File: config.mk
export PLATFORM = sky130hd
export DESIGN_NAME = utf8_stream_decoder
export DESIGN_NICKNAME = d
export VERILOG_FILES = /design/src/sv/u8sd_pkg.sv /design/src/sv/u8sd_in_reg.sv /design/src/sv/u8sd_decode.sv /design/src/sv/u8sd_out_reg.sv /design/src/sv/utf8_stream_decoder.sv
export SDC_FILE = /design/constraint.sdc
export NUM_CORES = 1
export LEC_CHECK = 0
export BUFFER_PORTS_ARGS = -buffer_cell sky130_fd_sc_hd__buf_2
export CAP_MARGIN = 20
export CORE_MARGIN = 2
export CORE_UTILIZATION = 30
export CTS_CLUSTER_DIAMETER = 40
export DETAILED_ROUTE_END_ITERATION = 7
export PLACE_DENSITY = 0.5
export SLEW_MARGIN = 20
export SYNTH_ARGS = -nofsm -noshare
export SYNTH_HDL_FRONTEND = slang
export SYNTH_HIERARCHICAL = 1
export SYNTH_SLANG_ARGS = --single-unit
File: constraint.sdc
create_clock -name clk_i -period 2.54 [get_ports clk_i]
set_input_delay 0.127 -clock clk_i [delete_from_list [all_inputs] [get_ports clk_i]]
set_output_delay 0.127 -clock clk_i [all_outputs]
set_load 0.02 [all_outputs]
File: src/sv/u8sd_pkg.sv
// Package for the UTF-8 stream decoder: result word type and decode constants.
`default_nettype none

package u8sd_pkg;

  localparam int unsigned CpWidth = 21;

  localparam logic [CpWidth-1:0] Replacement = 21'h00FFFD;

  // Lead byte classes: mask and pattern for each sequence length
  localparam logic [7:0] Lead2Mask = 8'hE0;
  localparam logic [7:0] Lead2Pat  = 8'hC0;
  localparam logic [7:0] Lead3Mask = 8'hF0;
  localparam logic [7:0] Lead3Pat  = 8'hE0;
  localparam logic [7:0] Lead4Mask = 8'hF8;
  localparam logic [7:0] Lead4Pat  = 8'hF0;

  // Payload masks
  localparam logic [7:0] Lead2Bits = 8'h1F;
  localparam logic [7:0] Lead3Bits = 8'h0F;
  localparam logic [7:0] Lead4Bits = 8'h07;
  localparam logic [7:0] ContBits  = 8'h3F;

  typedef struct packed {
    logic [CpWidth-1:0] code_point;
    logic               truncated;
    logic               last_of_text;
  } result_t;

endpackage

`default_nettype wire

File: src/sv/u8sd_in_reg.sv
// Input register of the UTF-8 stream decoder: holds one byte word until decoded.
`default_nettype none

module u8sd_in_reg (
  input  wire logic       clk_i,
  input  wire logic       rst_ni,
  input  wire logic       in_valid_i,
  output logic            in_stall_o,
  input  wire logic [7:0] in_byte_i,
  input  wire logic       end_of_text_i,
  input  wire logic       advance_i,
  output logic            valid_o,
  output logic [7:0]      byte_o,
  output logic            eot_o
);

  logic       valid_q, valid_d;
  logic [7:0] byte_q;
  logic       eot_q;
  logic       load;

  // Stall while a held word cannot move on
  assign in_stall_o = valid_q && !advance_i;
  assign load       = in_valid_i && !in_stall_o;

  always_comb begin
    valid_d = valid_q;
    if (load) begin
      valid_d = 1'b1;
    end else if (advance_i) begin
      valid_d = 1'b0;
    end
  end

  always_ff @(posedge clk_i or negedge rst_ni) begin
    if (!rst_ni) begin
      valid_q <= 1'b0;
    end else begin
      valid_q <= valid_d;
    end
  end

  // Capture payload on accept
  always_ff @(posedge clk_i) begin
    if (load) begin
      byte_q <= in_byte_i;
      eot_q  <= end_of_text_i;
    end
  end

  assign valid_o = valid_q;
  assign byte_o  = byte_q;
  assign eot_o   = eot_q;

endmodule

`default_nettype wire

File: src/sv/u8sd_decode.sv
// Decode stage of the UTF-8 stream decoder: sequence state and code point assembly.
`default_nettype none

module u8sd_decode (
  input  wire logic        clk_i,
  input  wire logic        rst_ni,
  input  wire logic [7:0]  byte_i,
  input  wire logic        eot_i,
  input  wire logic        fire_i,
  output logic             has_result_o,
  output u8sd_pkg::result_t result_o
);
  import u8sd_pkg::*;

  logic [CpWidth-1:0] partial_q, partial_d;
  logic [1:0]         remain_q, remain_d;
  logic [CpWidth-1:0] shifted;

  assign shifted = {partial_q[CpWidth-7:0], byte_i[5:0] & ContBits[5:0]};

  // Classify lead or fold in a following byte
  always_comb begin
    partial_d    = partial_q;
    remain_d     = remain_q;
    has_result_o = 1'b0;
    result_o     = '{code_point: {13'd0, byte_i}, truncated: 1'b0, last_of_text: eot_i};
    if (remain_q == 2'd0) begin
      priority if ((byte_i & Lead2Mask) == Lead2Pat) begin
        partial_d = {13'd0, byte_i & Lead2Bits};
        remain_d  = 2'd1;
      end else if ((byte_i & Lead3Mask) == Lead3Pat) begin
        partial_d = {13'd0, byte_i & Lead3Bits};
        remain_d  = 2'd2;
      end else if ((byte_i & Lead4Mask) == Lead4Pat) begin
        partial_d = {13'd0, byte_i & Lead4Bits};
        remain_d  = 2'd3;
      end else begin
        // single-byte or invalid lead: emit raw value
        has_result_o = 1'b1;
      end
    end else begin
      partial_d = shifted;
      remain_d  = remain_q - 2'd1;
      if (remain_q == 2'd1) begin
        has_result_o        = 1'b1;
        result_o.code_point = shifted;
        partial_d           = '0;
      end
    end
    // Text ended inside a sequence: drop it and emit the replacement
    if (!has_result_o && eot_i) begin
      has_result_o = 1'b1;
      result_o     = '{code_point: Replacement, truncated: 1'b1, last_of_text: 1'b1};
      partial_d    = '0;
      remain_d     = 2'd0;
    end
  end

  always_ff @(posedge clk_i or negedge rst_ni) begin
    if (!rst_ni) begin
      partial_q <= '0;
      remain_q  <= 2'd0;
    end else if (fire_i) begin
      partial_q <= partial_d;
      remain_q  <= remain_d;
    end
  end

endmodule

`default_nettype wire

File: src/sv/u8sd_out_reg.sv
// Output register of the UTF-8 stream decoder: holds one result word for the receiver.
`default_nettype none

module u8sd_out_reg (
  input  wire logic              clk_i,
  input  wire logic              rst_ni,
  input  wire logic              load_i,
  input  wire u8sd_pkg::result_t result_i,
  output logic                   space_o,
  output logic                   out_valid_o,
  input  wire logic              out_stall_i,
  output u8sd_pkg::result_t      result_o
);
  import u8sd_pkg::*;

  logic    valid_q, valid_d;
  result_t result_q;

  // Free when empty or when the held word leaves this cycle
  assign space_o = !valid_q || !out_stall_i;

  always_comb begin
    valid_d = valid_q;
    if (load_i) begin
      valid_d = 1'b1;
    end else if (!out_stall_i) begin
      valid_d = 1'b0;
    end
  end

  always_ff @(posedge clk_i or negedge rst_ni) begin
    if (!rst_ni) begin
      valid_q <= 1'b0;
    end else begin
      valid_q <= valid_d;
    end
  end

  always_ff @(posedge clk_i) begin
    if (load_i) begin
      result_q <= result_i;
    end
  end

  assign out_valid_o = valid_q;
  assign result_o    = result_q;

endmodule

`default_nettype wire

File: src/sv/utf8_stream_decoder.sv
// Top level of the UTF-8 stream decoder: input register, decode stage, output register.
//
// Usage:
//   Input channel carries one byte word per transfer (in_byte_i, end_of_text_i),
//   accepted when in_valid_i is high and in_stall_o is low. end_of_text_i marks
//   the final byte of a text.
//   Output channel carries one code point word (code_point_o, truncated_o,
//   last_of_text_o), taken when out_valid_o is high and out_stall_i is low.
//   Bytes that do not complete a sequence produce no word; a text ending inside
//   a sequence produces U+FFFD with truncated_o and last_of_text_o set.
// Path: an accepted byte is captured in the input register, decoded, and its result is captured in the output register.
// Throughput: one byte per cycle unless a word waits on a stalled output; the sequence state register is
//   updated by combinational logic between the input and output registers.
// Reset: rst_ni clears both valid flags and the sequence state; the block then
//   expects a lead byte.
// Stall: a stalled output word holds; bytes that yield no word keep flowing,
//   while the first byte that yields a word waits in the input register and
//   stalls the input until the output word is taken.
`default_nettype none

module utf8_stream_decoder (
  input  wire logic                          clk_i,
  input  wire logic                          rst_ni,
  input  wire logic                          in_valid_i,
  output logic                               in_stall_o,
  input  wire logic [7:0]                    in_byte_i,
  input  wire logic                          end_of_text_i,
  output logic                               out_valid_o,
  input  wire logic                          out_stall_i,
  output logic [u8sd_pkg::CpWidth-1:0]       code_point_o,
  output logic                               truncated_o,
  output logic                               last_of_text_o
);
  import u8sd_pkg::*;

  logic       held_valid;
  logic [7:0] held_byte;
  logic       held_eot;
  logic       advance;
  logic       has_result;
  logic       space;
  result_t    dec_result;
  result_t    out_result;

  // Move the held byte on when its result has room, or when it has no result
  assign advance = held_valid && (!has_result || space);

  u8sd_in_reg u_in_reg (
    .clk_i         (clk_i),
    .rst_ni        (rst_ni),
    .in_valid_i    (in_valid_i),
    .in_stall_o    (in_stall_o),
    .in_byte_i     (in_byte_i),
    .end_of_text_i (end_of_text_i),
    .advance_i     (advance),
    .valid_o       (held_valid),
    .byte_o        (held_byte),
    .eot_o         (held_eot)
  );

  u8sd_decode u_decode (
    .clk_i        (clk_i),
    .rst_ni       (rst_ni),
    .byte_i       (held_byte),
    .eot_i        (held_eot),
    .fire_i       (advance),
    .has_result_o (has_result),
    .result_o     (dec_result)
  );

  u8sd_out_reg u_out_reg (
    .clk_i       (clk_i),
    .rst_ni      (rst_ni),
    .load_i      (advance && has_result),
    .result_i    (dec_result),
    .space_o     (space),
    .out_valid_o (out_valid_o),
    .out_stall_i (out_stall_i),
    .result_o    (out_result)
  );

  assign code_point_o   = out_result.code_point;
  assign truncated_o    = out_result.truncated;
  assign last_of_text_o = out_result.last_of_text;

endmodule

`default_nettype wire

==> results.json <==
{
  "worst-path-buf-inv": 1,
  "synth_edf_count": 32,
  "die_w_um": 87.1,
  "synth_mux_area_frac": 0.0145,
  "hp-start": "in_valid_i",
  "powerDensity_nw_per_um2": 1100,
  "worstPathRequired_ps": 2760,
  "syn_avg_cell_area_um2": 14.4,
  "route.detailed.wl_per_inst_um": 15.1,
  "hold_class": "in2reg",
  "cts-buffers-inserted": 5,
  "min_to": "u_in_reg/valid_o",
  "period_needed_ps": 2340,
  "hpwl_mm": 3.11,
  "cts_setup_buffers": 0,
  "die_h_um": 87.1,
  "cp.arrival_ps": 2550,
  "p_seq_frac": 0.469,
  "syn_inst": 144,
  "grt_usage": 0.118,
  "critical_path_class": "reg2reg",
  "final_nets": 211,
  "placed_area_um2": 2380,
  "synth_common_cells": "edfxtp_1 (32), dfrtp_1 (19), nand2_1 (11)",
  "dieArea_um2": 7590,
  "max_freq_mhz": 428,
  "drive_gt1_frac": 0.337,
  "drt_iter0_drc": 21,
  "crit_path_start_kind": "register",
  "utilization": 0.384,
  "synthSimpleGateAreaFrac": 0.0990,
  "total_power_mw": 2.86,
  "synthesis.area_um2": 2070,
  "portBuffers": 37,
  "rsz0062_at_grt": "false",
  "yosys-top-cells-area": "edfxtp_1 (46%), dfrtp_1 (23%), a22o_2 (2.4%), o21ai_0 (2.2%), a22o_1 (2.1%)",
  "area_growth_pct": 25.1,
  "post-route-period-util": 0.920,
  "grt_max_degree": 22,
  "synth_most_common_cell": "edfxtp_1",
  "synth_top_family_by_area": "compound AO/OA/AOI/OAI gates",
  "synth_cell_types": 42,
  "vias_per_cell": 4.67,
  "routabilityCongestion": 0.893,
  "r2r_slack_ps": 200,
  "setup_viol": 0,
  "top_level_ports": 38,
  "timing.rr.end": "u_decode/remain_q[1]",
  "routed_wirelength_mm": 4.20,
  "fillers": 657,
  "drv_cap": 0,
  "synth_top_flop_cell": "edfxtp_1",
  "antenna_left": 0,
  "path_cells": "and3b_1, a211oi_4, or3_1, a21boi_2, nor2b_1, buf_4, o211ai_1, o2bb2ai_1",
  "sw_frac_of_total": 0.361,
  "cp_max_fo": 5,
  "grt_pass1_vias": 1306,
  "combPwrFrac": 0.360,
  "worstSkewPairLatency_ps": 300,
  "diodes": 0,
  "report.final.slew_viol_count": 0,
  "worst_slew_pin_slew_ps": 505,
  "cts_tree": "done",
  "run_status": "completed",
  "drc": 0,
  "yosys.area.top_type_share": 0.464,
  "synth-seq-cells": 51,
  "crit_path_max_incr_delay_ps": 470,
  "drtPass1Iterations": 4,
  "fin_worst_skew_ps": 6.58,
  "r2r-start": "u_in_reg/byte_o[3]",
  "intPower_mw": 1.83,
  "synth_top_cell_by_area": "edfxtp_1",
  "synth_seq_area_share": 0.693,
  "clkSinkCount": 51,
  "slew-limit-headroom": 0.663,
  "root_buffer": "clkbuf_8",
  "yosysWarnings": 6,
  "grt_overflow_total": 0,
  "clkPwrFrac": 0.172,
  "yosys.area_share.adder": 0,
  "std_cell_rows": 30,
  "crit_path_end_kind": "register",
  "async_flop_share": 0.373,
  "ir_drop_mv": 0.395,
  "syn-num-nets": 157,
  "tns_ps": 0,
  "cp-startpoint": "u_in_reg/byte_o[3]",
  "p_sw_mw": 1.03,
  "antenna_found_initial": 0,
  "hold_path_depth": 2,
  "grt_pass1_wl_mm": 6.72,
  "hold_viol": 0,
  "clk_pin_slew_ps": 90,
  "synth-compound-area-share": 0.157,
  "cp_top_family": "simple AND/OR/NAND/NOR gates",
  "p_leak_nw": 1.10,
  "synthXorXnorAreaFrac": 0,
  "reg2reg_depth": 8,
  "stdcell_area_um2": 2590,
  "coreArea_um2": 6760,
  "slowest_stage": "edfxtp_1",
  "initial_core_util": 0.307,
  "clockBufferDepth": 2,
  "htree_num_levels": 2,
  "vias": 1304
}
[power groups by stage]
stage                     Combinational (mW)  Clock [mW]  Sequential [mW]
final                                   1.03       0.490             1.34
after global routing                    1.12       0.542             1.37
after CTS                               1.03       0.511             1.34
after detailed placement                1.02           0             1.36
after global placement                  1.01           0             1.35
after floorplan                        0.465           0             1.56
[sequential cells by signal, indices dropped and copies added (netlist names)]
| signal | cells |
|---|---|
| u_out_reg/result_o | 23 |
| u_in_reg/byte_o | 8 |
| u_decode/remain_q | 2 |
| u_out_reg/out_valid_o | 1 |
| u_in_reg/valid_o | 1 |
| u_decode/partial_q | 15 |
| u_in_reg/eot_o | 1 |
[cells in the final DEF (no fill, tap or decap), types with 2 or more instances in the layout]
cell type and n:
inv_1 8, buf_2 37, o21ai_0 9, mux2i_1 3, or2b_1 2, buf_4 6, clkbuf_8 6, nor2_1 2
edfxtp_1 32, a2bb2oi_1 2, a22o_2 5, a22o_1 5, dlygate4sd3_1 10, a31o_2 2, o21bai_1 4, a32o_1 2
nand3_1 3, and2_1 6, dfrtp_1 19, nand2_1 11
[kinds of logic (layout without fill, tap and decap cells)]
family	Yosys count	in the layout
DFF	51	51
AOI/OAI and AO/OA	40	40
and+or+nand+nor	35	35
buffers and inverters	15	70
muxes	3	3
[metrics by stage]
step | cells | worst slack, ps | hold WS, ps
floorplan | 144 | 393 | -169
global placement | 261 | 156 | 95.6
detailed placement | 261 | 80.8 | 111
CTS | 279 | 54.2 | 28.7
global route | 279 | 23.4 | 49.9
finish | 279 | 204 | 43.5
[per-layer routing]
layer  up-vias  share of wire  GRT usage
met5         -              0          0
met4         0          0.010     0.0336
met3         6          0.039     0.0313
met2        32           0.54      0.211
met1       630           0.42      0.139
li1        636              -          -
[cell type report]
cell class,count,area [um^2],share of cell area
tap,80,100,0.0386
clock buffer,6,82.6,0.0319
multi-input combinational,78,577,0.222
timing repair buffer,54,350,0.135
clock inverter,2,16.3,0.00627
sequential,51,1440,0.554
inverter,8,30.0,0.0116
[what timing repair did]
action	CTS	global route
setup endpoints to repair	0	11
endpoints found under the hold margin	28	0
resized for setup	0	3
hold buffers	10	0
[worst max path at each step]
stage / end / slack (ps) / depth (start not counted)
2_1_floorplan: u_decode/partial_q[10] / 390 / 8
3_3_place_gp: u_decode/partial_q[12] / 160 / 7
3_5_place_dp: u_decode/partial_q[10] / 80 / 7
4_1_cts: u_decode/partial_q[10] / 50 / 7
5_1_grt: u_decode/remain_q[1] / 20 / 8
6_report: u_decode/remain_q[1] / 200 / 8
Power figures use the tool's default switching activity.
